## config.mk

```make
export PLATFORM = sky130hd
export DESIGN_NAME = wbs_filter
export DESIGN_NICKNAME = d
export VERILOG_FILES = /design/src/rtl/core/wbs_pkg.sv /design/src/rtl/core/wbs_filter.sv
export SDC_FILE = /design/constraint.sdc
export NUM_CORES = 1
export LEC_CHECK = 0
export ABC_AREA = 1
export BUFFER_PORTS_ARGS = -buffer_cell sky130_fd_sc_hd__buf_2
export CORE_UTILIZATION = 55
export DETAILED_ROUTE_END_ITERATION = 8
export GPL_TIMING_DRIVEN = 0
export PLACE_DENSITY = 0.76
export SLEW_MARGIN = 20
export SYNTH_ARGS = -nofsm -noshare
export SYNTH_HDL_FRONTEND = slang
export SYNTH_SLANG_ARGS = --single-unit
export TNS_END_PERCENT = 30
```

## constraint.sdc

```tcl
create_clock -name vclk -period 4.63
set_input_delay 0.2315 -clock vclk [all_inputs]
set_output_delay 0.2315 -clock vclk [all_outputs]
set_load 0.03 [all_outputs]
```

## src/rtl/core/wbs_pkg.sv

```systemverilog
// Shared constants, codes and stage records for the 3x3 blur/sharpen window filter.
// No dependencies; every other file of the block imports this package.
package wbs_pkg;

   localparam int MAX_WIDTH  = 1024;
   localparam int MAX_HEIGHT = 1024;
   localparam int MIN_DIM    = 3;

   localparam int COL_W     = $clog2(MAX_WIDTH);
   localparam int ROW_W     = $clog2(MAX_HEIGHT);
   localparam int CFG_W     = 11;
   localparam int PIX_W     = 8;
   localparam int WIN_N     = 9;
   localparam int SUM_W     = 12;
   localparam int CSR_IDX_W = 2;

   // Register indexes of the configuration port
   localparam logic [CSR_IDX_W-1:0] CSR_IMAGE_WIDTH  = 2'd0;
   localparam logic [CSR_IDX_W-1:0] CSR_IMAGE_HEIGHT = 2'd1;
   localparam logic [CSR_IDX_W-1:0] CSR_FILTER_MODE  = 2'd2;

   localparam logic [CFG_W-1:0] WIDTH_RESET  = 11'd100;
   localparam logic [CFG_W-1:0] HEIGHT_RESET = 11'd50;

   // Divide by nine as multiply by reciprocal; exact for sums up to 9*255
   localparam int DIV9_SHIFT = 16;
   localparam int DIV9_RECIP = 7282;

   localparam logic [PIX_W-1:0] PIX_MAX = 8'd255;

   // Where a result pixel comes from
   typedef enum logic [1:0] {
      SRC_UPPER_END,
      SRC_MIDDLE,
      SRC_CENTER,
      SRC_FILTER
   } src_type;

   typedef struct packed {
      logic             valid;
      logic             wr;
      logic             emit;
      src_type          src;
      logic             last;
      logic [COL_W-1:0] col;
      logic [PIX_W-1:0] pix;
   } stage1_type;

   typedef struct packed {
      logic [COL_W-1:0] top_addr;
      logic [COL_W-1:0] end_addr;
      logic [COL_W-1:0] mid_addr;
   } rdaddr_type;

   typedef struct packed {
      logic             valid;
      logic             filt;
      logic             last;
      logic [PIX_W-1:0] val;
      logic [SUM_W-1:0] sum;
      logic [PIX_W-1:0] ctr;
   } fin_type;

endpackage

```

## src/rtl/core/wbs_filter.sv

```systemverilog
// Final arithmetic: truncated mean or clamped sharpen from the window sum and center.
// Depends on wbs_pkg; purely combinational.
module wbs_filter import wbs_pkg::*; (
   input  fin_type          fin,
   input  logic             filter_mode,
   output logic             res_valid,
   output logic [PIX_W-1:0] res_pixel,
   output logic             res_last
);

   localparam int PROD_W = SUM_W + DIV9_SHIFT;
   localparam int DIFF_W = SUM_W + 2;

   logic [PROD_W-1:0]        prod;
   logic [PIX_W-1:0]         mean;
   logic signed [DIFF_W-1:0] diff;
   logic [PIX_W-1:0]         sharp;

   assign prod = PROD_W'(fin.sum) * PROD_W'(DIV9_RECIP);
   assign mean = prod[DIV9_SHIFT +: PIX_W];

   // Ten times the center minus the full sum: nine times center minus neighbours
   assign diff = $signed(DIFF_W'({fin.ctr, 3'b000})) + $signed(DIFF_W'({fin.ctr, 1'b0}))
               - $signed(DIFF_W'(fin.sum));

   always_comb begin
      if (diff < 0) begin
         sharp = '0;
      end else if (diff > $signed(DIFF_W'(PIX_MAX))) begin
         sharp = PIX_MAX;
      end else begin
         sharp = diff[PIX_W-1:0];
      end
   end

   always_comb begin
      if (!fin.filt) begin
         res_pixel = fin.val;
      end else if (filter_mode) begin
         res_pixel = sharp;
      end else begin
         res_pixel = mean;
      end
   end

   assign res_valid = fin.valid;
   assign res_last  = fin.last;

endmodule

```

## After elaboration in Yosys (flattened, before gate mapping)

Index checks and enable logic that the tools add are counted.
W data, S select, Z words.

- Register bits: 0
- Bits of input ports: 32
- Output and inout port bits: 10
- Word-level logic and storage cells: 9

- $add $sub $neg: 2
- $mul: 1
- Order comparisons: 2
- Mux-type cells: 4

Operators by type and width:

| cell | count |
|---|---|
| $mux W8 | 4 |
| $mul A12 B12 Y23 const B | 1 |
| $gt A13 B9 Y1 const B | 1 |
| $lt A13 B1 Y1 const B | 1 |
| $sub A12 B12 Y13 | 1 |
| $add A11 B9 Y12 | 1 |

## Longest topological paths before layout

- Word-level depth: 7
- Mapped depth: 24
- Gate-level depth less buffers: 24

## Worst setup path after synthesis

Ideal clock, no wire load.

- Kind: input-to-output
- From: input fin[9] (netlist bit)
- To: output res_pixel[1]
- Arrival time: 4322 ps
- Required time: 4398 ps
- Slack: 76 ps
- Stages on the path: 21
- Path buffers: 0
- Path through: inv_1 > fa_1 > inv_1 > ha_1 > inv_1 > fa_1 > inv_1 > fa_1 > inv_1 > fa_1 > inv_1 > ha_1 > nand2_1 > nor2_1 > inv_1 > or2_2 > nand4_1 > nand3_1 > nand2_1 > a21oi_1 > nor2_1

- Cells in the longest elaborated chain, start to end: 6
- Elaborated cells between the ends (all ways): 8

Ends and longest elaborated chain:

| element | line | source |
|---|---|---|
| from (decl) | wbs_filter.sv:4 | `input fin_type fin,` |
| $sub A12 B12 Y13 | wbs_filter.sv:24 | `- $signed(DIFF_W'(fin.sum));` |
| $gt A13 B9 Y1 | wbs_filter.sv:29 | `end else if (diff > $signed(DIFF_W'(PIX_MAX))) begin` |
| $mux W8 | wbs_filter.sv:29 |  |
| $mux W8 | wbs_filter.sv:27 | `if (diff < 0) begin` |
| $mux W8 (*) | wbs_filter.sv:39 | `end else if (filter_mode) begin` |
| $mux W8 (*) | wbs_filter.sv:37 | `if (!fin.filt) begin` |
| to (decl) | wbs_filter.sv:7 | `output logic [PIX_W-1:0] res_pixel,` |

Every way passes the cells marked *; elsewhere a longest branch is shown, timed or not.

## Worst setup path after layout

- From: input fin[15] (netlist bit)
- To: output res_pixel[1]

Same word-level chain as after synthesis.

==> results.cfg <==
[layout]
seq_cell_count = 0
drive_above_1_share = 0.223
fill_cells = 495
area_delta_synth_final_pct = 19.9
seq_area_sq_um = 0
layout_commonest_cell = inv_1
clkbuf_count = 0
antenna_cells = 0
fin_nets = 690
final_util = 0.688
final_cell_mix = 89 x inv_1, 85 x nand2_1, 73 x ha_1, 38 x nor2_1, 35 x fa_1

[floorplan]
fp.dieH_microns = 81.1
start_util = 0.574
core.rowCount = 28
die_area_sq_um = 6570
io_pins = 42
die_w_microns = 81.1
core_area_sq_um = 5990

[sta]
rsz0062_at_grt = true
final_max_slew_viol_count = 0
relSlewSlack = 0.692
whs_ns = 0.712
fmax_mhz = 219
fin_crit_sh = 0.988
period_needed_ns = 4.58
setup-violations-final = 0
worstMarginPinSlew_ns = 0.461
hold_viol = 0

[global_route]
grtUsageTotal = 0.273
antenna_found_initial = 0
grt_first_pass_wirelength_microns = 13900
grt_pass1_vias = 3074
grt_max_degree = 11
overflow = 0

[logic_synthesis]
synth_top_family_by_area = adder cells
synthDistinctLibCells = 30
muxShareOfSynthArea = 0
synth_warnings = 0
syn_area_per_cell_sq_um = 7.09
synthCells = 485
synth_fa_ha_area_frac = 0.512
syn-num-nets = 636
syn_area_sq_um = 3440
synthSimpleGateAreaFrac = 0.258
synth_compound_area_frac = 0.0946
synthXorXnorAreaFrac = 0.0127
ys_seq_area_frac = 0

[placed_design]
port_buffers = 40
dp_hpwl_microns = 7370
place_congestion = 1.01

[power]
vdd_ir_drop_max_v = 0.000393
power_per_cell_area_nw_per_um2 = 530
p_leak_uw = 0.00236

[cts]
ctsHoldBuffers = 0

[route]
detail_route.vias_per_cell = 5.38
route.detailed.drc = 0
routed_wl_microns = 8750
drt_first_iter_violations = 116
vias = 3293
wl_per_cell_microns = 14.3
ant_nets = 0
firstDrtPassIters = 4

[setup_path]
worstPathArrival_ns = 4.34
critPathCaptureType = output pin
cp-start-kind = primary input
critPathRequiredTime_ns = 4.40
cp_max_fo = 5
worstSetupPathType = in -> out

[job]
drv_cap = 0

[outcome]
status = finished clean

[hold_path]
hold_path.class = in -> out
## critical path, stage by stage
cell     delay (ns)
buf_12         0.11
fa_1           0.52
ha_4           0.29
inv_2          0.04
fa_1           0.55
inv_1          0.06
fa_1           0.51
inv_2          0.04
fa_1           0.52
inv_2          0.05
ha_4           0.29
nand2_4        0.08
nor2_4         0.10
buf_4          0.11
buf_4          0.09
nand4_1        0.14
nand3_2        0.12
nand2_2        0.05
nand3_2        0.06
nand2_1        0.06
a21oi_2        0.11
nor2_1         0.05
buf_4          0.16
## cell families (layout without fill, tap and decap cells)
kind of cell	Yosys count	after routing
xor+xnor	5	5
buf+inv	108	160
simple gates	194	194
compound gates	59	59
fa+ha+maj	119	119
## synth_stat cells (3+ instances only)
library cell	number	area share
inv_1	101	0.11
nand2_1	90	0.098
ha_1	83	0.30
nor2_1	41	0.045
fa_1	36	0.21
nand3_1	33	0.048
a21oi_1	32	0.047
o21ai_0	14	0.020
nand2_2	8	0.015
nand4_1	6	0.011
a21o_1	5	0.011
nand3_2	4	0.012
o21bai_1	4	0.0087
inv_2	3	0.0033
xnor2_1	3	0.0076
## power breakdown
group	internal, uW	switching (uW)
registers	0	0
clock network	0	0
logic	857	1330
total	857	1330
## metal layers
layer	up-vias	track usage	routed length, microns	part of all wire
met1	1527	0.359	3880	0.44
met5	-	0	0	0
li1	1664	-	-	-
met2	78	0.492	4240	0.48
met4	0	0.0482	301	0.034
met3	24	0.0157	324	0.037
## path summary, 6_finish.rpt
check	start	to	slack [ns]	cells past startpoint
max	fin[15]	res_pixel[1]	0.05	23
min	fin[28]	res_last	0.71	2
## layout make-up
type               instances  area, sq um  share of cell area
inverters                104          404              0.0980
repair buffers            52          364              0.0883
plain buffers              4         31.3             0.00759
multi-input cells        377         3230               0.783
well taps                 75         93.8              0.0228
## through the flow
| step | power [uW] | setup TNS [ns] | instances | setup slack, ns | cell area [sq um] |
|---|---|---|---|---|---|
| after global routing | 2440 | -0.685 | 612 | -0.154 | 4120 |
| after CTS | 1840 | -0.00138 | 602 | -0.00138 | 3810 |
| final | 2180 | 0 | 612 | 0.0541 | 4120 |
| after floorplan | 1310 | 0 | 485 | 0.0763 | 3440 |
| after global placement | 1690 | -1.42 | 600 | -0.281 | 3730 |
| after detailed placement | 1730 | -1.53 | 600 | -0.294 | 3730 |
## timing repair
| action | in CTS | in global routing |
|---|---|---|
| endpoints found under the setup margin | 8 | 8 |
| pin swaps | 4 | 27 |
| setup buffers | 2 | 10 |
| gates resized for setup | 20 | 68 |
(Power assumes the default switching activity.)
