**config.mk**
```make
export PLATFORM = sky130hd
export DESIGN_NAME = wbs_window
export DESIGN_NICKNAME = d
export VERILOG_FILES = /design/src/rtl/core/wbs_pkg.sv /design/src/rtl/core/wbs_window.sv
export SDC_FILE = /design/constraint.sdc
export NUM_CORES = 1
export LEC_CHECK = 0
export ABC_AREA = 0
export ABC_CLOCK_PERIOD_IN_PS = 5700
export BUFFER_PORTS_ARGS = -buffer_cell sky130_fd_sc_hd__clkbuf_2
export CORE_MARGIN = 10
export CORE_UTILIZATION = 55
export CTS_BUF_LIST = sky130_fd_sc_hd__clkbuf_8
export DETAILED_ROUTE_END_ITERATION = 6
export PLACE_DENSITY = 0.85
export SLEW_MARGIN = 20
export SYNTH_ARGS = -nofsm -noshare
export SYNTH_HDL_FRONTEND = slang
export SYNTH_SLANG_ARGS = --single-unit
```
**constraint.sdc**
```tcl
create_clock -name clock -period 5.7 [get_ports clock]
set_input_delay 0.285 -clock clock [delete_from_list [all_inputs] [get_ports clock]]
set_output_delay 0.285 -clock clock [all_outputs]
set_load 0.02 [all_outputs]
```
**src/rtl/core/wbs_pkg.sv**
```systemverilog
// Shared constants, codes and stage records for the 3x3 blur/sharpen window filter.
// No dependencies; every other file of the block imports this package.
package wbs_pkg;

   localparam int MAX_WIDTH  = 1024;
   localparam int MAX_HEIGHT = 1024;
   localparam int MIN_DIM    = 3;

   localparam int COL_W     = $clog2(MAX_WIDTH);
   localparam int ROW_W     = $clog2(MAX_HEIGHT);
   localparam int CFG_W     = 11;
   localparam int PIX_W     = 8;
   localparam int WIN_N     = 9;
   localparam int SUM_W     = 12;
   localparam int CSR_IDX_W = 2;

   // Register indexes of the configuration port
   localparam logic [CSR_IDX_W-1:0] CSR_IMAGE_WIDTH  = 2'd0;
   localparam logic [CSR_IDX_W-1:0] CSR_IMAGE_HEIGHT = 2'd1;
   localparam logic [CSR_IDX_W-1:0] CSR_FILTER_MODE  = 2'd2;

   localparam logic [CFG_W-1:0] WIDTH_RESET  = 11'd100;
   localparam logic [CFG_W-1:0] HEIGHT_RESET = 11'd50;

   // Divide by nine as multiply by reciprocal; exact for sums up to 9*255
   localparam int DIV9_SHIFT = 16;
   localparam int DIV9_RECIP = 7282;

   localparam logic [PIX_W-1:0] PIX_MAX = 8'd255;

   // Where a result pixel comes from
   typedef enum logic [1:0] {
      SRC_UPPER_END,
      SRC_MIDDLE,
      SRC_CENTER,
      SRC_FILTER
   } src_type;

   typedef struct packed {
      logic             valid;
      logic             wr;
      logic             emit;
      src_type          src;
      logic             last;
      logic [COL_W-1:0] col;
      logic [PIX_W-1:0] pix;
   } stage1_type;

   typedef struct packed {
      logic [COL_W-1:0] top_addr;
      logic [COL_W-1:0] end_addr;
      logic [COL_W-1:0] mid_addr;
   } rdaddr_type;

   typedef struct packed {
      logic             valid;
      logic             filt;
      logic             last;
      logic [PIX_W-1:0] val;
      logic [SUM_W-1:0] sum;
      logic [PIX_W-1:0] ctr;
   } fin_type;

endpackage

```
**src/rtl/core/wbs_window.sv**
```systemverilog
// 3x3 sliding window registers, result source selection and the window sum stage.
// Depends on wbs_pkg; takes the line buffer read data.
module wbs_window import wbs_pkg::*; (
   input  logic             clock,
   input  logic             reset,
   input  logic             run,
   input  stage1_type       s1,
   input  logic [PIX_W-1:0] top,
   input  logic [PIX_W-1:0] mid,
   input  logic [PIX_W-1:0] end_px,
   output fin_type          fin
);

   logic [PIX_W-1:0] win_ff [WIN_N];
   logic             s2_valid_ff, s2_filt_ff, s2_last_ff;
   logic [PIX_W-1:0] s2_val_ff;
   fin_type          fin_ff;
   logic [PIX_W-1:0] pick;
   logic [SUM_W-1:0] sum;

   // Window index 4 is the center; index 5 becomes the center after a shift
   always_comb begin
      case (s1.src)
         SRC_UPPER_END: pick = end_px;
         SRC_MIDDLE:    pick = mid;
         SRC_CENTER:    pick = win_ff[5];
         default:       pick = '0;
      endcase
   end

   always_comb begin
      sum = '0;
      for (int i = 0; i < WIN_N; i++) begin
         sum = sum + SUM_W'(win_ff[i]);
      end
   end

   always_ff @(posedge clock) begin
      if (reset) begin
         for (int i = 0; i < WIN_N; i++) begin
            win_ff[i] <= '0;
         end
         s2_valid_ff  <= 1'b0;
         fin_ff.valid <= 1'b0;
      end else if (run) begin
         if (s1.valid && s1.wr) begin
            for (int k = 0; k < 3; k++) begin
               win_ff[3*k]     <= win_ff[3*k + 1];
               win_ff[3*k + 1] <= win_ff[3*k + 2];
            end
            win_ff[2] <= top;
            win_ff[5] <= mid;
            win_ff[8] <= s1.pix;
         end
         s2_valid_ff <= s1.valid && s1.emit;
         s2_filt_ff  <= (s1.src == SRC_FILTER);
         s2_last_ff  <= s1.last;
         s2_val_ff   <= pick;

         fin_ff.valid <= s2_valid_ff;
         fin_ff.filt  <= s2_filt_ff;
         fin_ff.last  <= s2_last_ff;
         fin_ff.val   <= s2_val_ff;
         fin_ff.sum   <= sum;
         fin_ff.ctr   <= win_ff[4];
      end
   end

   assign fin = fin_ff;

endmodule

```
=== After elaboration in Yosys (flattened, before gate mapping) ===
Memories as Yosys holds them, arrays and structs flattened.
Cells that the tools add are included.

* Reduce and logical (&&, ||, !) cells: 4
* Multipliers: 0
* Magnitude comparators: 0
* Add/sub/neg operators: 8
* Bitwise logic cells: 10
* Shift operators: 0
* Equality and inequality tests: 3
* Divide/modulo/power cells: 0
* Muxes and demuxes: 16

{| class="wikitable"
|+ Operators by type and width
! kind !! number
|-
| 8-bit two-way mux || 9
|-
| 12-bit by 8-bit adder with 12-bit output || 4
|-
| 8-bit one-hot mux with 3 select lines || 1
|-
| 11-bit by 8-bit adder with 12-bit output || 1
|-
| 10-bit by 8-bit adder with 11-bit output || 1
|-
| 9-bit by 8-bit adder with 10-bit output || 1
|-
| 8-bit by 8-bit adder with 9-bit output || 1
|-
| 1-bit bitwise OR || 9
|-
| 1-bit two-way mux || 6
|-
| 2-bit == test, second input constant || 2
|-
| 2-bit by 1-bit == test with 1-bit output, second input constant || 1
|-
| 1-bit logical AND || 2
|-
| 2-bit logical NOT || 1
|-
| 2-bit AND reduction || 1
|-
| 1-bit inverter || 1
|}

* Memories: 1
* Memory bits (read-only): 0
* Latch bits: 0
* Register bits after elaboration: 42
* Logic and storage cells: 52
* Input port bits: 51
* Memory bits (writable): 72

{| class="wikitable"
|+ Memories
! memory !! depth !! width !! read ports !! clocked after memory_dff !! write ports !! line !! text
|-
| win_ff || 9 || 8 || 9 || 0 || 9 || wbs_window.sv:14 || <nowiki>logic [PIX_W-1:0] win_ff [WIN_N];</nowiki>
|}

=== Depth between registers and ports, before layout ===
* Depth in word-level cells: 8
* Depth in mapped cells: 16
* Depth with buffers taken out: 16

=== Worst setup path after synthesis ===
OpenSTA, ideal clock, no wires.

* Path kind: register to register
* Start point: memory win_ff[1][2]
* End point: register fin_ff (netlist bit fin[18]) (data pin)
* Path slack: 1.708 ns
* Arrival: 3.735 ns
* Required time: 5.442 ns
* Clock period less this slack: 3.992 ns
* Stages on the path, launching flop included: 17
* Library setup time: 0.258 ns
* Cell sequence: edfxtp_1 > inv_1 > fa_1 > inv_1 > fa_1 > fa_1 > inv_1 > fa_1 > inv_1 > ha_1 > inv_1 > fa_1 > nor2b_4 > o21bai_4 > a21boi_2 > o41a_1 > xor2_1

{| class="wikitable"
|+ RTL lines
! item !! line !! text
|-
| start: declaration || wbs_window.sv:14 ||
|-
| end: declaration || wbs_window.sv:17 || <nowiki>fin_type fin_ff;</nowiki>
|}

==> impl_metrics.csv <==
group,metric,value,unit
sta,fin_crit_sh,0.7424,
final_layout,final_cell_count_no_fill,637,
yosys,synth_edf_count,112,
yosys,synth_cell_type_count,32,
global_routing,grt_pass1_wl,17770,µm
placed_design,place.gp.congestion,0.7860,
yosys,synth_top_area_share,0.5740,
critical_path,crit_fanout,2,
min_path,min_to,"s2_last_ff$_DFFE_PP_",
critical_path,crit_required,5880,ps
yosys,seq_area_frac_synth,0.5808,
floorplan,core-area,10370,µm²
pwr,combinationalPowerShare,0.406,
floorplan,io_pins,82,
yosys,synthArstFlopShare,0,
clock_network,clk_latency,430,ps
pwr,p_per_area,441.5,nW/µm²
clock_network,clk_path_buf_depth,2,
sta,maxSlewHeadroom,0.3587,
clock_network,cts_resized,0,
critical_path,slowest_stage,"fa_1",
status,status,"completed",
floorplan,die_w,123.2,µm
sta,clock.fmax,236.3,MHz
yosys,postSynthAreaPerCell,14.40,µm²
global_routing,grtUsageTotal,0.1533,
floorplan,initial_core_util,0.5650,
critical_path,cp_data_arrival_time,4410,ps
pwr,switching_share,0.3626,
global_routing,gr-total-overflow,0,
final_layout,n_antenna_cell,0,
clock_network,cts_setup_buffers,0,
global_routing,grt_start_max_net_pins,41,
final_layout,drive_gt1_frac,0.2275,
routing,ant_nets,0,
sta,finalHoldViolCount,0,
clock_network,clkSlewWorstSetupHoldPaths,80,ps
final_layout,design_area,6719,µm²
critical_path,worst_path_largest_cell_delay,550,ps
critical_path,r2r_slack,1470,ps
routing,avgViaCountPerCell,5.085,
critical_path,endpoint_kind,"flip-flop",
yosys,ys.flop_type,"edfxtp_1",
clock_network,cts_sinks,114,
routing,first_pass_iters,4,
global_routing,grt_pass1_vias,3696,
placed_design,place_hpwl,7908,µm
floorplan,dieArea,15180,µm²
min_path,holdPathStages,1,
critical_path,crit_type,"reg -> reg",
global_routing,antenna_found_initial,0,
clock_network,htreeDepth,4,
critical_path,crit_buf_inv,5,
sta,setup_slack,1468,ps
pwr,p_leak,2.874,nW
clock_network,hold_buffers,0,
critical_path,reg2reg_depth,16,
routing,drc_errors,0,
critical_path,crit_family,"adder cells",
yosys,syn-num-nets,525,
flow_run,maxCapViolCount,0,
placed_design,placed_area,6356,µm²
routing,routed_wl,10830,µm
min_path,hp-start,"s1[18]",
clock_network,cts-root-buf,"clkbuf_8",
pwr,seq_power_share,0.372,
sta,tightest_slew,959.3,ps
placed_design,pre_cts_ws,1436,ps
routing,wl_per_cell,16.99,µm
routing,drt_iter0_drc,214,
yosys,synth_common_cells,"edfxtp_1, inv_1, fa_1",
global_routing,use_met2,0.2800,
pwr,p_clk_frac,0.222,
sta,finalSetupViolations,0,
yosys,synth.largest_area_cell,"edfxtp_1",
placed_design,place_inst,604,
min_path,hp-class,"in -> reg",
routing,vias,3239,
yosys,ys_top_cells_by_area,"edfxtp_1, fa_1, and2_1, inv_1, ha_1",
floorplan,die_y,123.2,µm
placed_design,numPortBuffers,71,
yosys,syn_inst,407,
pwr,ir_drop,0.3048,mV
critical_path,startpoint_type,"flip-flop",
sta,fin_tns_setup,0,ps
sta,maxSlewViolCount,0,
sta,rsz0062_at_grt,"no",
sta,clock_skew,16.57,ps
clock_network,cts_tree,"done",
pwr,power.switching,0.001076,W
final_layout,syn_to_final_growth,14.67,%
critical_path,rr_endpoint,"fin[18]$_DFFE_PP_",
yosys,netlist_area,5859,µm²
critical_path,worstPathCellList,"inv_1, fa_1, inv_1, fa_1, fa_1, inv_1, fa_1, inv_1, ha_1, inv_1, fa_1, nor2b_4, o21bai_4, a21boi_2, o41a_1, xor2_1",
critical_path,reg2reg_from,"win_ff[1][2]$_SDFFCE_PN0P_",
global_routing,gr-usage-met1,0.1665,
sta,min_period,4232,ps
final_layout,finalNetCount,606,
yosys,yosysWarnings,0,
global_routing,top_usage_layer,"met2",
pwr,internal-power,0.001891,W
clock_network,numCtsBuffers,17,
yosys,ys_ff_latch,114,
floorplan,rows,37,
global_routing,grt_use_met3,0.04330,
yosys,yosys.cell_count.top_type,"edfxtp_1",
[power by group through the flow]
stage               Clock [W]  Sequential [W]  Combinational [W]
CTS                  0.000668         0.00111            0.00121
detailed placement          0         0.00112            0.00120
floorplan                   0         0.00117           0.000878
global route         0.000705         0.00111            0.00138
finish               0.000659         0.00110            0.00120
global placement            0         0.00112            0.00113
[worst register-to-register path, delay by kind of cell (launching register included)]
kind,cells,cell delay [ps]
and+or+nand+nor,1,190
AOI/OAI and AO/OA,3,410
adders and majority gates,6,2680
buffers and inverters,5,290
DFF,1,340
xor gates and xnor gates,1,70
[final cells by class]
cell class / count / area [µm²]
flip-flops and latches: 114 / 3403
repair buffers: 74 / 390.4
multi-input cells: 203 / 2120
fillers: 721 / 3651
well taps: 136 / 170.2
inverters: 78 / 292.8
clock buffers: 17 / 234.0
clock inverters: 15 / 108.9
[cells by family (layout without fill, tap and decap cells)]
logic type | Yosys count | count (layout) | share of synthesized area
buffers and inverters | 90 | 184 | 0.05915
DFF | 114 | 114 | 0.5808
and+or+nand+nor | 99 | 99 | 0.09503
adders and majority gates | 67 | 67 | 0.2123
xor gates and xnor gates | 7 | 7 | 0.01046
AOI/OAI and AO/OA | 21 | 21 | 0.02691
muxes | 9 | 9 | 0.01538
[flip-flops by register name, indices dropped and copies added, names as in the netlist]
| signal | cells |
|---|---|
| win_ff | 72 |
| fin | 31 |
| s2_val_ff | 8 |
| s2_filt_ff | 1 |
| s2_last_ff | 1 |
| s2_valid_ff | 1 |
[cells in the final DEF, fill, tap and decap left out, types with 2 or more instances in the layout]
cell type,netlist,layout
edfxtp_1,112,112
inv_1,78,78
clkbuf_2,0,71
fa_1,54,54
and2_1,52,52
nor3_1,22,22
clkbuf_8,0,17
ha_1,13,13
nand2_1,11,11
mux2i_1,9,9
o21ai_1,8,8
nor2_1,5,5
xnor2_1,5,5
clkinv_4,0,4
inv_6,0,4
clkinv_2,0,4
a21o_1,2,2
a21oi_2,2,2
nor2b_4,1,2
xor2_1,2,2
nand3_1,2,2
clkinvlp_4,0,2
dfxtp_1,2,2
buf_4,0,2
[worst max path at each step]
stage / start / to / slack (ps) / cells after the start
after detailed placement: win_ff[5][2]$_SDFFCE_PN0P_ / fin[18]$_DFFE_PP_ / 1440 / 14
after global placement: win_ff[1][2]$_SDFFCE_PN0P_ / fin[18]$_DFFE_PP_ / 1540 / 16
after CTS: win_ff[5][2]$_SDFFCE_PN0P_ / fin[18]$_DFFE_PP_ / 1430 / 14
final: win_ff[1][2]$_SDFFCE_PN0P_ / fin[18]$_DFFE_PP_ / 1470 / 16
after floorplan: win_ff[1][2]$_SDFFCE_PN0P_ / fin[18]$_DFFE_PP_ / 1710 / 16
after global routing: win_ff[1][2]$_SDFFCE_PN0P_ / fin[18]$_DFFE_PP_ / 1210 / 16
[stage by stage]
stage                     total power [W]    util  hold slack (ps)
after detailed placement         0.002328  0.6129            405.4
after global placement           0.002251  0.6129            401.0
after floorplan                  0.002052       -            383.9
after CTS                        0.002988  0.6460            18.43
final                            0.002967  0.6479            37.36
after global routing             0.003197  0.6479            3.967
[routing by layer]
metal | vias up | routed length, µm
li1 | 1498 | -
met1 | 1658 | 4045
met2 | 69 | 6219
met3 | 14 | 423
met4 | 0 | 136
met5 | - | 0
(Power assumes the default switching activity.)
