File: src/rtl/core/wbs_pkg.sv
// Shared constants, codes and stage records for the 3x3 blur/sharpen window filter.
// No dependencies; every other file of the block imports this package.
package wbs_pkg;

   localparam int MAX_WIDTH  = 1024;
   localparam int MAX_HEIGHT = 1024;
   localparam int MIN_DIM    = 3;

   localparam int COL_W     = $clog2(MAX_WIDTH);
   localparam int ROW_W     = $clog2(MAX_HEIGHT);
   localparam int CFG_W     = 11;
   localparam int PIX_W     = 8;
   localparam int WIN_N     = 9;
   localparam int SUM_W     = 12;
   localparam int CSR_IDX_W = 2;

   // Register indexes of the configuration port
   localparam logic [CSR_IDX_W-1:0] CSR_IMAGE_WIDTH  = 2'd0;
   localparam logic [CSR_IDX_W-1:0] CSR_IMAGE_HEIGHT = 2'd1;
   localparam logic [CSR_IDX_W-1:0] CSR_FILTER_MODE  = 2'd2;

   localparam logic [CFG_W-1:0] WIDTH_RESET  = 11'd100;
   localparam logic [CFG_W-1:0] HEIGHT_RESET = 11'd50;

   // Divide by nine as multiply by reciprocal; exact for sums up to 9*255
   localparam int DIV9_SHIFT = 16;
   localparam int DIV9_RECIP = 7282;

   localparam logic [PIX_W-1:0] PIX_MAX = 8'd255;

   // Where a result pixel comes from
   typedef enum logic [1:0] {
      SRC_UPPER_END,
      SRC_MIDDLE,
      SRC_CENTER,
      SRC_FILTER
   } src_type;

   typedef struct packed {
      logic             valid;
      logic             wr;
      logic             emit;
      src_type          src;
      logic             last;
      logic [COL_W-1:0] col;
      logic [PIX_W-1:0] pix;
   } stage1_type;

   typedef struct packed {
      logic [COL_W-1:0] top_addr;
      logic [COL_W-1:0] end_addr;
      logic [COL_W-1:0] mid_addr;
   } rdaddr_type;

   typedef struct packed {
      logic             valid;
      logic             filt;
      logic             last;
      logic [PIX_W-1:0] val;
      logic [SUM_W-1:0] sum;
      logic [PIX_W-1:0] ctr;
   } fin_type;

endpackage

File: src/rtl/core/wbs_if.sv


interface wbs_rsp_if import wbs_pkg::*; ();
   logic             valid;
   logic             ready;
   logic [PIX_W-1:0] pixel_out;
   logic             frame_last;

   modport source (output valid, output pixel_out, output frame_last, input ready);
   modport sink   (input valid, input pixel_out, input frame_last, output ready);
endinterface

File: src/rtl/core/wbs_out_buf.sv
// Result register with a skid stage; its fill state gates the whole pipeline.
// Depends on wbs_pkg and wbs_rsp_if.
module wbs_out_buf import wbs_pkg::*; (
   input  logic             clock,
   input  logic             reset,
   input  logic             res_valid,
   input  logic [PIX_W-1:0] res_pixel,
   input  logic             res_last,
   output logic             run,
   wbs_rsp_if.source        rsp_ch
);

   logic             out_valid_ff, skid_valid_ff;
   logic [PIX_W-1:0] out_pixel_ff, skid_pixel_ff;
   logic             out_last_ff, skid_last_ff;
   logic             push, taken;

   assign run   = !skid_valid_ff;
   assign push  = run && res_valid;
   assign taken = out_valid_ff && rsp_ch.ready;

   always_ff @(posedge clock) begin
      if (reset) begin
         out_valid_ff  <= 1'b0;
         skid_valid_ff <= 1'b0;
      end else begin
         if (!out_valid_ff || taken) begin
            if (skid_valid_ff) begin
               out_valid_ff  <= 1'b1;
               out_pixel_ff  <= skid_pixel_ff;
               out_last_ff   <= skid_last_ff;
               skid_valid_ff <= 1'b0;
            end else begin
               out_valid_ff <= push;
               out_pixel_ff <= res_pixel;
               out_last_ff  <= res_last;
            end
         end else if (push) begin
            // Park the result while the output stalls
            skid_valid_ff <= 1'b1;
            skid_pixel_ff <= res_pixel;
            skid_last_ff  <= res_last;
         end
      end
   end

   assign rsp_ch.valid      = out_valid_ff;
   assign rsp_ch.pixel_out  = out_pixel_ff;
   assign rsp_ch.frame_last = out_last_ff;

endmodule

File: src/flat_wrapper.sv
// flat-port wrapper written by rule: the top's interface ports become plain ports
module wbs_out_buf_flat import wbs_pkg::*;
  (clock, reset, res_valid, res_pixel, res_last, run, rsp_ch_valid, rsp_ch_pixel_out, rsp_ch_frame_last, rsp_ch_ready);
  wbs_rsp_if rsp_ch_i ();
  input  logic clock;
  input  logic reset;
  input  logic res_valid;
  input  logic [PIX_W-1:0] res_pixel;
  input  logic res_last;
  output logic run;
  output wire logic [$bits(rsp_ch_i.valid)-1:0] rsp_ch_valid;
  output wire logic [$bits(rsp_ch_i.pixel_out)-1:0] rsp_ch_pixel_out;
  output wire logic [$bits(rsp_ch_i.frame_last)-1:0] rsp_ch_frame_last;
  input wire logic [$bits(rsp_ch_i.ready)-1:0] rsp_ch_ready;
  assign rsp_ch_valid = rsp_ch_i.valid;
  assign rsp_ch_pixel_out = rsp_ch_i.pixel_out;
  assign rsp_ch_frame_last = rsp_ch_i.frame_last;
  assign rsp_ch_i.ready = rsp_ch_ready;
  wbs_out_buf u_core (.clock(clock), .reset(reset), .res_valid(res_valid), .res_pixel(res_pixel), .res_last(res_last), .run(run), .rsp_ch(rsp_ch_i));
endmodule
File: config.mk
export PLATFORM = sky130hd
export DESIGN_NAME = wbs_out_buf_flat
export DESIGN_NICKNAME = d
export VERILOG_FILES = /design/src/rtl/core/wbs_pkg.sv /design/src/rtl/core/wbs_if.sv /design/src/rtl/core/wbs_out_buf.sv /design/src/flat_wrapper.sv
export SDC_FILE = /design/constraint.sdc
export NUM_CORES = 1
export LEC_CHECK = 0
export BUFFER_PORTS_ARGS = -buffer_cell sky130_fd_sc_hd__buf_2
export CORE_MARGIN = 4
export CORE_UTILIZATION = 48
export DETAILED_ROUTE_END_ITERATION = 7
export PLACE_DENSITY = 0.73
export SYNTH_ARGS = -nofsm -noshare
export SYNTH_HDL_FRONTEND = slang
export SYNTH_SLANG_ARGS = --single-unit
File: constraint.sdc
create_clock -name clock -period 1.8 [get_ports clock]
set_input_delay 0.18 -clock clock [delete_from_list [all_inputs] [get_ports clock]]
set_output_delay 0.18 -clock clock [all_outputs]
set_load 0.1 [all_outputs]
Word level (Yosys, flattened, before mapping)
Index checks and enable logic that the tools add are counted.

Muxes and demuxes: 3. Bitwise logic cells: 2. Reduce and logical (&&, ||, !) cells: 8.

Operators by type and width (number): 8-bit 2-to-1 mux (1); 3-bit AND reduction (1); 1-bit logical AND (2); 1-bit logical NOT (2); 1-bit 2-to-1 mux (2); 1-bit inverter (2); 2-bit AND reduction (1); 2-bit OR reduction (1); 1-bit logical OR (1).

Flip-flop bits (word level): 20. Input bits: 13. Output and inout port bits: 11. Word-level logic and storage cells: 19.

Longest topological paths before layout
Gate-level depths: netlist of the first run.

Word-level depth: 4. Mapped depth: 3. Gate-level depth less buffers: 2.

Least setup slack after synthesis of the first run
Ideal clock, no wire load.

Kind: flip-flop to flip-flop. Start: reg u_core.out_valid_ff (netlist: u_core.rsp_ch.valid). End: reg u_core.skid_last_ff, enable pin. Data arrival time: 1877 ps. Data required time: 1418 ps. Setup slack: -460 ps. Cell stages (with the launch flop): 3. Path buffers: 0. Path through: dfxtp_1 -> nand2b_1 -> nor4b_2.

Longest elaborated chain between the ends: 4. Elaborated cells between the ends (all ways): 5. Classes of those cells: bitwise: 1; reduce/logical: 4.

RTL lines: start, declared (line wbs_out_buf.sv:13) `logic out_valid_ff, skid_valid_ff;`; start signal, assigned (line wbs_out_buf.sv:34) `out_valid_ff <= push;`; 1-bit logical NOT or 1-bit logical AND (tied branches) (line wbs_out_buf.sv:27, wbs_out_buf.sv:20); 1-bit logical OR * (line wbs_out_buf.sv:27) `if (!out_valid_ff || taken) begin`; 1-bit inverter (no source line) *; 3-bit AND reduction (no source line) *; end signal, assigned (line wbs_out_buf.sv:42) `skid_last_ff <= res_last;`; end, declared (line wbs_out_buf.sv:15) `logic out_last_ff, skid_last_ff;`.

Every way passes the cells marked *; elsewhere a longest branch is shown, timed or not. A chain may end at the register's enable or synchronous reset.

Worst setup path in the final report of the first run
Start: reg u_core.skid_valid_ff. End: out run.

Longest elaborated chain between the ends: 1.

RTL lines: start, declared (line wbs_out_buf.sv:13); start signal, assigned (line wbs_out_buf.sv:25) `skid_valid_ff <= 1'b0;`; start signal, assigned (line wbs_out_buf.sv:32) `skid_valid_ff <= 1'b0;`; start signal, assigned (line wbs_out_buf.sv:40) `skid_valid_ff <= 1'b1;`; 1-bit logical NOT (line wbs_out_buf.sv:18) `assign run = !skid_valid_ff;`; end, declared (line flat_wrapper.sv:10) `output logic run;`.

Every way passes these cells.

==> impl_metrics.ini, run 1 <==
[synthesis]
synth_seq_area_share = 0.748
yosysWarningCount = 0
synth_top_family_by_area = multiplexers
synthAdderAreaFrac = 0
synthSimpleGateAreaFrac = 0.0565
ys.flop_type = edfxtp_1
synth_compound_area_frac = 0.0113
synth_fp_nets = 50
synth_area_um2 = 776
synth_edf_count = 18
synth_most_common_cell = edfxtp_1
syn_avg_cell_area_um2 = 21.0
synth.mux.area_fraction = 0.165
postSynthCellCount = 37
synth_common_cells = edfxtp_1 (18), mux2_4 (7), dfxtp_1 (2), mux2_2 (2)
yosysTopAreaCell = edfxtp_1
yosys.area.top_type_share = 0.697
ys_ff_latch = 20
synth_cell_types = 12
async_flop_share = 0
synth_xor_area_frac = 0
yosys-top-cells-area = edfxtp_1 (70%), mux2_4 (14%), dfxtp_1 (5.2%), mux2_2 (2.9%), nor4b_2 (1.9%)

[worst_setup_path]
startpoint_type = register
r2r_slack_ns = 0.34
cp-end-kind = output pin
cp_max_fo = 12
worstSetupPathType = register to output pin
cp_num_buf_inv = 2
path_cells = inv_1 -> buf_2
slowest_delay_ns = 0.78
cp_top_family = flip-flops
slowest_stage = dfxtp_1
required_ns = 1.62
arrival_ns = 1.48

[timing]
maxSlewHeadroom = 0.544
setup_tns_ns = 0
worst_pin_slew_ns = 0.683
whs_ns = 0.0676
period_minus_slack_ns = 1.66
drv_slew = 0
setup_violations = 0
skew_ns = 0.000407
setup_slack_ns = 0.145
finalHoldViolations = 0
fin_crit_sh = 0.920
rsz0062_at_grt = false
max_freq_mhz = 604

[cts]
clock-sinks = 20
clock_latency_ns = 0.29
cts_hold_buffers = 0
cts_tree = built
clock_path_buffers = 2
cts_resized = 0
postCtsSetupBuffers = 0
h-tree-depth = 1
cts-root-buf = clkbuf_4
numCtsBuffers = 3
clk_pin_slew_worst_paths_ns = 0.10

[cells_and_area]
fillCellCount = 119
utilization = 0.631
multiInputGateArea_um2 = 189
regArea_um2 = 582
nets = 79
num_antenna_cells = 0
design_area_um2 = 961
layout-drive-gt1-share = 0.662
areaGrowthSynthToFinish_pct = 23.9

[floorplan]
core-area_mm2 = 0.00152
initial_core_util = 0.509
ios = 24
fp-row-count = 14
die_y_um = 48.2
die_x_um = 48.2
die-area_mm2 = 0.00232

[detailed_routing]
totalWireLength_um = 1090
via_count = 393
drtPass1Iterations = 1
drc = 0
drt_iter0_drc = 0
antenna_left = 0
drt-vias-per-instance = 4.85
routedWlPerCell_um = 13.5

[global_routing]
grt_pass1_vias = 381
grt.overflow.total = 0
grt_max_degree = 13
grt_pass1_wl_um = 1680
antenna_found_initial = 0
grt.total_usage = 0.112

[placement]
dp_hpwl_um = 837
dpl_cell_area_um2 = 925
port_buffers = 23
gp_congestion = 0.658
dp_worst_setup_slack_ns = 0.339

[power]
p_per_area_mw_per_mm2 = 995
vdd_drop_max_v = 0.000571
p_leak_nw = 0.377

[flow_run]
maxCapViolations = 0

[status]
status = complete, no violations

[worst_hold_path]
hold_class = primary input to register
registers in the layout, indices dropped and copies added, names as in the netlist:
name	flops
u_core.rsp_ch.valid	1
u_core.skid_last_ff	1
u_core.skid_valid_ff	1
u_core.skid_pixel_ff	8
u_core.rsp_ch.pixel_out	8
u_core.rsp_ch.frame_last	1
routing by layer:
layer  global-route usage  routed length, µm  vias up
li1                     -                  -      197
met1                0.133                432      179
met2                0.180                561       15
met3               0.0332                 75        2
met4               0.0645                 22        0
met5                    0                  0        -
where the power goes:
| group | leakage [nW] | total, mW | switching, mW | internal, mW |
|---|---|---|---|---|
| clock | 0.0210 | 0.251 | 0.128 | 0.123 |
| combinational | 0.171 | 0.172 | 0.132 | 0.0405 |
| sequential | 0.185 | 0.532 | 0.00617 | 0.526 |
| total | 0.377 | 0.956 | 0.266 | 0.690 |
through the flow:
step           total power, mW  instances
2_1_floorplan            0.681         37
3_3_place_gp             0.716         77
3_5_place_dp             0.717         77
4_1_cts                  0.969         81
5_1_grt                  0.995         81
6_report                 0.956         81
layout by cell type (no fill, tap or decap):
master    instances
nand2b_1          1
nor4b_4           1
a21oi_2           1
edfxtp_1         18
clkbuf_8          1
buf_4             2
dfxtp_2           1
mux2_2            2
buf_2            23
inv_1             1
mux2_4            7
clkbuf_4          3
nor2_2            1
nor3_2            1
dfxtp_1           1
nor2b_1           1
final timing paths:
kind,from,endpoint,cells past startpoint
setup / recovery,u_core.skid_valid_ff$_SDFFE_PP0P_,run,2
hold / removal,res_pixel[3],u_core.skid_pixel_ff[3]$_DFFE_PP_,1
setup reg to reg,u_core.skid_valid_ff$_SDFFE_PP0P_,u_core.skid_pixel_ff[6]$_DFFE_PP_,2
hold reg to reg,u_core.skid_pixel_ff[6]$_DFFE_PP_,u_core.rsp_ch.pixel_out[6]$_DFFE_PP_,1
cell families (layout without fill, tap and decap cells):
| family | count (synthesis) | after routing |
|---|---|---|
| flops | 20 | 20 |
| buf+inv | 2 | 30 |
| mux | 9 | 9 |
| compound gates | 1 | 1 |
| simple gates | 5 | 5 |
cell type report:
class	instances	share of cell area
Clock buffer	4	0.0378
Sequential cell	20	0.605
Timing Repair Buffer	25	0.135
Multi-Input combinational cell	15	0.197
Inverter	1	0.00391
Tap cell	16	0.0208
worst register-to-register path, delay by kind of cell, from the launching register on:
| family | cells | cell delay [ns] |
|---|---|---|
| buf+inv | 1 | 0.22 |
| simple gates | 1 | 0.43 |
| flops | 1 | 0.54 |
Note: power is estimated with default switching activity, not from simulation.
==> run 2, diff against run 1 <==
SETUP_SLACK_MARGIN = 0.2   (was not set)
==> impl_metrics.ini, run 2 (same netlist as run 1, synthesis figures left out) <==
[timing]
period_minus_slack_ns = 1.42
skew_ns = 0.00605
setup_violations = 0
fin_crit_sh = 0.789
worst_pin_slew_ns = 0.492
finalHoldViolations = 0
drv_slew = 0
max_freq_mhz = 704
rsz0062_at_grt = false
maxSlewHeadroom = 0.675
setup_tns_ns = 0

[power]
vdd_drop_max_v = 0.000613
p_leak_nw = 0.390
p_per_area_mw_per_mm2 = 1080

[worst_hold_path]
hold_class = primary input to register

[floorplan]
ios = 24
initial_core_util = 0.509
die_y_um = 48.2
die-area_mm2 = 0.00232
die_x_um = 48.2
core-area_mm2 = 0.00152
fp-row-count = 14

[global_routing]
grt_max_degree = 13
grt_util_met1 = 0.131
grt_pass1_wl_um = 1710
grt.busiest_layer = met2
grt.overflow.total = 0
grt.total_usage = 0.115
antenna_found_initial = 0
gr-usage-met3 = 0.0221
grt_pass1_vias = 384
grt_use_met2 = 0.198

[placement]
port_buffers = 23
dp_hpwl_um = 907
dp.cells = 78
gp_congestion = 0.643

[cts]
clock_path_buffers = 2
cts_tree = built
postCtsSetupBuffers = 0
clk_pin_slew_worst_paths_ns = 0.11
numCtsBuffers = 3
clock_latency_ns = 0.29
cts-root-buf = clkbuf_4
clock-sinks = 20
h-tree-depth = 1

[worst_setup_path]
cp-end-kind = output pin
cp_max_fo = 12
worstSetupPathType = register to output pin
startpoint_type = register
arrival_ns = 1.24
required_ns = 1.62

[detailed_routing]
drc = 0
antenna_left = 0
via_count = 395
routedWlPerCell_um = 14.2
drtPass1Iterations = 2
totalWireLength_um = 1160
drt_iter0_drc = 1
drt-vias-per-instance = 4.82

[cells_and_area]
layout-drive-gt1-share = 0.682
areaGrowthSynthToFinish_pct = 27.4
num_antenna_cells = 0
final_cells = 82
nets = 80
fillCellCount = 111
mostFrequentLayoutCell = buf_2
mostFrequentLayoutCells = buf_2 (23), edfxtp_1 (18), mux2_4 (7)

[status]
status = complete, no violations

[flow_run]
maxCapViolations = 0
-- run 2: cell types whose count changed in the layout (fill, tap and decap cells not counted), sizes merged --
cell    before  now
buf         25   26
bufinv       0    1
clkbuf       4    3
-- run 2: timing repair --
action	in CTS	in global routing
hold buffers	0	0
endpoints found under the setup margin	1	0
resized for setup	1	0
hold endpoints to repair	0	0
-- run 2: layer usage --
metal  routed length (µm)  share of wire
met3                   68          0.059
met1                  471           0.41
met4                    0              0
met5                    0              0
met2                  621           0.53
-- run 2: through the flow --
stage	power, mW	worst slack (ns)	area (µm²)	utilization	hold slack [ns]
2_1_floorplan	0.680	0.246	788	-	0.233
3_3_place_gp	0.716	0.416	935	0.613	0.375
3_5_place_dp	0.718	0.362	935	0.613	0.377
4_1_cts	1.08	0.357	988	0.649	0.0575
5_1_grt	1.10	0.275	988	0.649	0.0503
6_report	1.06	0.380	988	0.649	0.0688
-- run 2: path summary, 6_finish.rpt --
| kind | startpoint | end | slack (ns) | cells past startpoint |
|---|---|---|---|---|
| hold / removal | res_pixel[5] | u_core.skid_pixel_ff[5]$_DFFE_PP_ | 0.07 | 1 |
| setup / recovery | u_core.skid_valid_ff$_SDFFE_PP0P_ | run | 0.38 | 2 |
| hold reg to reg | u_core.skid_pixel_ff[7]$_DFFE_PP_ | u_core.rsp_ch.pixel_out[7]$_DFFE_PP_ | 0.55 | 1 |
| setup reg to reg | u_core.skid_valid_ff$_SDFFE_PP0P_ | u_core.skid_last_ff$_DFFE_PP_ | 0.56 | 2 |
-- run 2: power by group --
part | internal (mW) | total, mW | switching, mW | leakage, nW
Sequential | 0.526 | 0.533 | 0.00719 | 0.186
Clock | 0.225 | 0.358 | 0.133 | 0.0279
Combinational | 0.0409 | 0.172 | 0.131 | 0.177
Total | 0.792 | 1.06 | 0.271 | 0.390
-- run 2: final cells by class --
type / instances / area (µm²) / share of cell area
clock buffer: 3 / 22.5 / 0.0228
clock inverter: 1 / 30.0 / 0.0304
inverter: 1 / 3.75 / 0.00380
multi-input combinational: 15 / 189 / 0.191
sequential: 20 / 586 / 0.592
tap: 16 / 20.0 / 0.0203
timing repair buffer: 26 / 138 / 0.139
-- run 2: worst max-delay path, cell delays in order (launching register included) --
cell and delay [ns]:
dfxtp_2 0.45, inv_1 0.08, buf_2 0.42
==> run 3, diff against run 2 <==
ABC_AREA = 1   (was not set)
CORE_UTILIZATION = 42   (was 48)
PLACE_DENSITY = 0.68   (was 0.73)
clock period = 1.3 ns   (was 1.8 ns; I/O delays follow)
==> impl_metrics.ini, run 3 <==
[timing]
setup_slack_ns = 0.210
drv_slew = 0
setup_violations = 0
skew_ns = 0.000756
fin_crit_sh = 0.838
rsz0062_at_grt = true
period_minus_slack_ns = 1.09
setup_tns_ns = 0
worst_pin_slew_ns = 0.281
finalHoldViolations = 0
maxSlewHeadroom = 0.814
max_freq_mhz = 918

[cells_and_area]
layout-drive-gt1-share = 0.418
mostFrequentLayoutCell = nand2_1
nets = 105
num_antenna_cells = 0
regArea_um2 = 586
areaGrowthSynthToFinish_pct = 37.7
mostFrequentLayoutCells = nand2_1 (29), edfxtp_1 (18), buf_2 (12)
fillCellCount = 156
multiInputGateArea_um2 = 159

[detailed_routing]
drtPass1Iterations = 2
drt-vias-per-instance = 4.27
antenna_left = 0
drt_iter0_drc = 9
routedWlPerCell_um = 10.7
drc = 0
via_count = 495
totalWireLength_um = 1240

[synthesis]
async_flop_share = 0
synth_area_um2 = 749
yosys-top-cells-area = edfxtp_1 (72%), nand2_1 (15%), dfxtp_1 (5.3%), buf_6 (3.0%), inv_1 (1.5%)
yosysTopAreaCell = edfxtp_1
synth_most_common_cell = nand2_1
ys.flop_type = edfxtp_1
syn_avg_cell_area_um2 = 12.5
synth_edf_count = 18
synth_common_cells = nand2_1 (29), edfxtp_1 (18), inv_1 (3), nor2_1 (3)
synth_fp_nets = 73
yosysWarningCount = 0
ys_ff_latch = 20
synth_seq_area_share = 0.775
postSynthCellCount = 60
synth_cell_types = 9
yosys.area.top_type_share = 0.721

[global_routing]
grt.busiest_layer = met2
grt_pass1_wl_um = 2010
antenna_found_initial = 0
grt_util_met1 = 0.132
grt_max_degree = 12
grt_pass1_vias = 475
gr-usage-met3 = 0.0267
grt.overflow.total = 0
grt_use_met2 = 0.180
grt.total_usage = 0.110

[power]
p_sw_mw = 0.398
power.share.combinational = 0.210
p_clk_frac = 0.223
p_per_area_mw_per_mm2 = 1270
vdd_drop_max_v = 0.000706
p_int_mw = 0.910
p_leak_nw = 0.449
p_seq_frac = 0.567
switching_share = 0.305

[placement]
gp_congestion = 0.663
dp_worst_setup_slack_ns = 0.276
port_buffers = 23
dp_hpwl_um = 857

[worst_setup_path]
startpoint_type = register
cp_max_fo = 3
cp-end-kind = register
r2r_cells = 6
arrival_ns = 1.15
worstSetupPathType = register to register
required_ns = 1.36

[worst_hold_path]
hold_class = primary input to register
min_delay_path_depth = 1

[cts]
clock_latency_ns = 0.29
clock-sinks = 20
clock_path_buffers = 2
cts_hold_buffers = 0
cts_tree = built
h-tree-depth = 1
clk_pin_slew_worst_paths_ns = 0.11
cts-root-buf = clkbuf_4
numCtsBuffers = 3

[floorplan]
die_y_um = 50.2
die-area_mm2 = 0.00252
die_x_um = 50.2
fp-row-count = 15
core-area_mm2 = 0.00171
ios = 24
initial_core_util = 0.439

[status]
status = complete, no violations

[flow_run]
maxCapViolations = 0
==> run 3: cell types whose count changed after synthesis, moves of 2 or more <==
cell / before / now
inv_1: 1 / 3
mux2_2: 2 / 0
mux2_4: 7 / 0
nand2_1: 0 / 29
nor2_1: 0 / 3
==> run 3: cell type report <==
cell class,count,share of cell area
well taps,25,0.0303
inverters,3,0.0109
clock inverters,1,0.00364
multi-input cells,35,0.154
clock buffers,3,0.0218
flip-flops and latches,20,0.567
repair buffers,29,0.212
==> run 3: logic make-up after synthesis <==
kind of cell	count (synthesis)	synth area share
AOI/OAI and AO/OA	2	0.0133
and+or+nand+nor	33	0.167
DFF	20	0.775
buffers and inverters	5	0.0451
==> run 3: final timing paths <==
path | from | end | slack (ns)
min reg2reg | u_core.skid_pixel_ff[7]$_DFFE_PP_ | u_core.rsp_ch.pixel_out[7]$_DFFE_PP_ | 0.53
max reg2reg | u_core.skid_valid_ff$_SDFFE_PP0P_ | u_core.rsp_ch.frame_last$_DFFE_PP_ | 0.21
min | res_pixel[0] | u_core.skid_pixel_ff[0]$_DFFE_PP_ | 0.02
max | u_core.skid_valid_ff$_SDFFE_PP0P_ | u_core.rsp_ch.frame_last$_DFFE_PP_ | 0.21
==> run 3: repair_timing <==
item	CTS	global route
setup endpoints to repair	11	7
buffers inserted	3	0
resized for setup	13	4
==> run 3: power by group through the flow <==
| stage | registers, mW | logic, mW | clock network (mW) |
|---|---|---|---|
| floorplan | 0.909 | 0.0445 | 0 |
| global placement | 0.753 | 0.253 | 0 |
| detailed placement | 0.754 | 0.254 | 0 |
| CTS | 0.741 | 0.271 | 0.303 |
| global route | 0.745 | 0.287 | 0.334 |
| finish | 0.742 | 0.274 | 0.292 |
==> run 3: stage by stage <==
stage	total power, mW	std cells	area, µm²	utilization	hold slack (ns)
after floorplan	0.954	60	777	-	0.229
after global placement	1.01	109	938	0.549	0.322
after detailed placement	1.01	109	938	0.549	0.323
after CTS	1.31	116	1020	0.596	0.00567
after global routing	1.37	116	1030	0.604	0.00164
final	1.31	116	1030	0.604	0.0180
==> run 3: critical path, cell delays in order (launching register included) <==
cell and delay [ns]:
dfxtp_2 0.35, inv_2 0.04, buf_6 0.12, buf_4 0.13, buf_4 0.13, nand2_1 0.05
nand2_1 0.05
==> run 3: per-layer routing <==
layer / wire length, µm / share of wire
met2: 624 / 0.50
met3: 66 / 0.053
met1: 538 / 0.43
met4: 9 / 0.0073
met5: 0 / 0
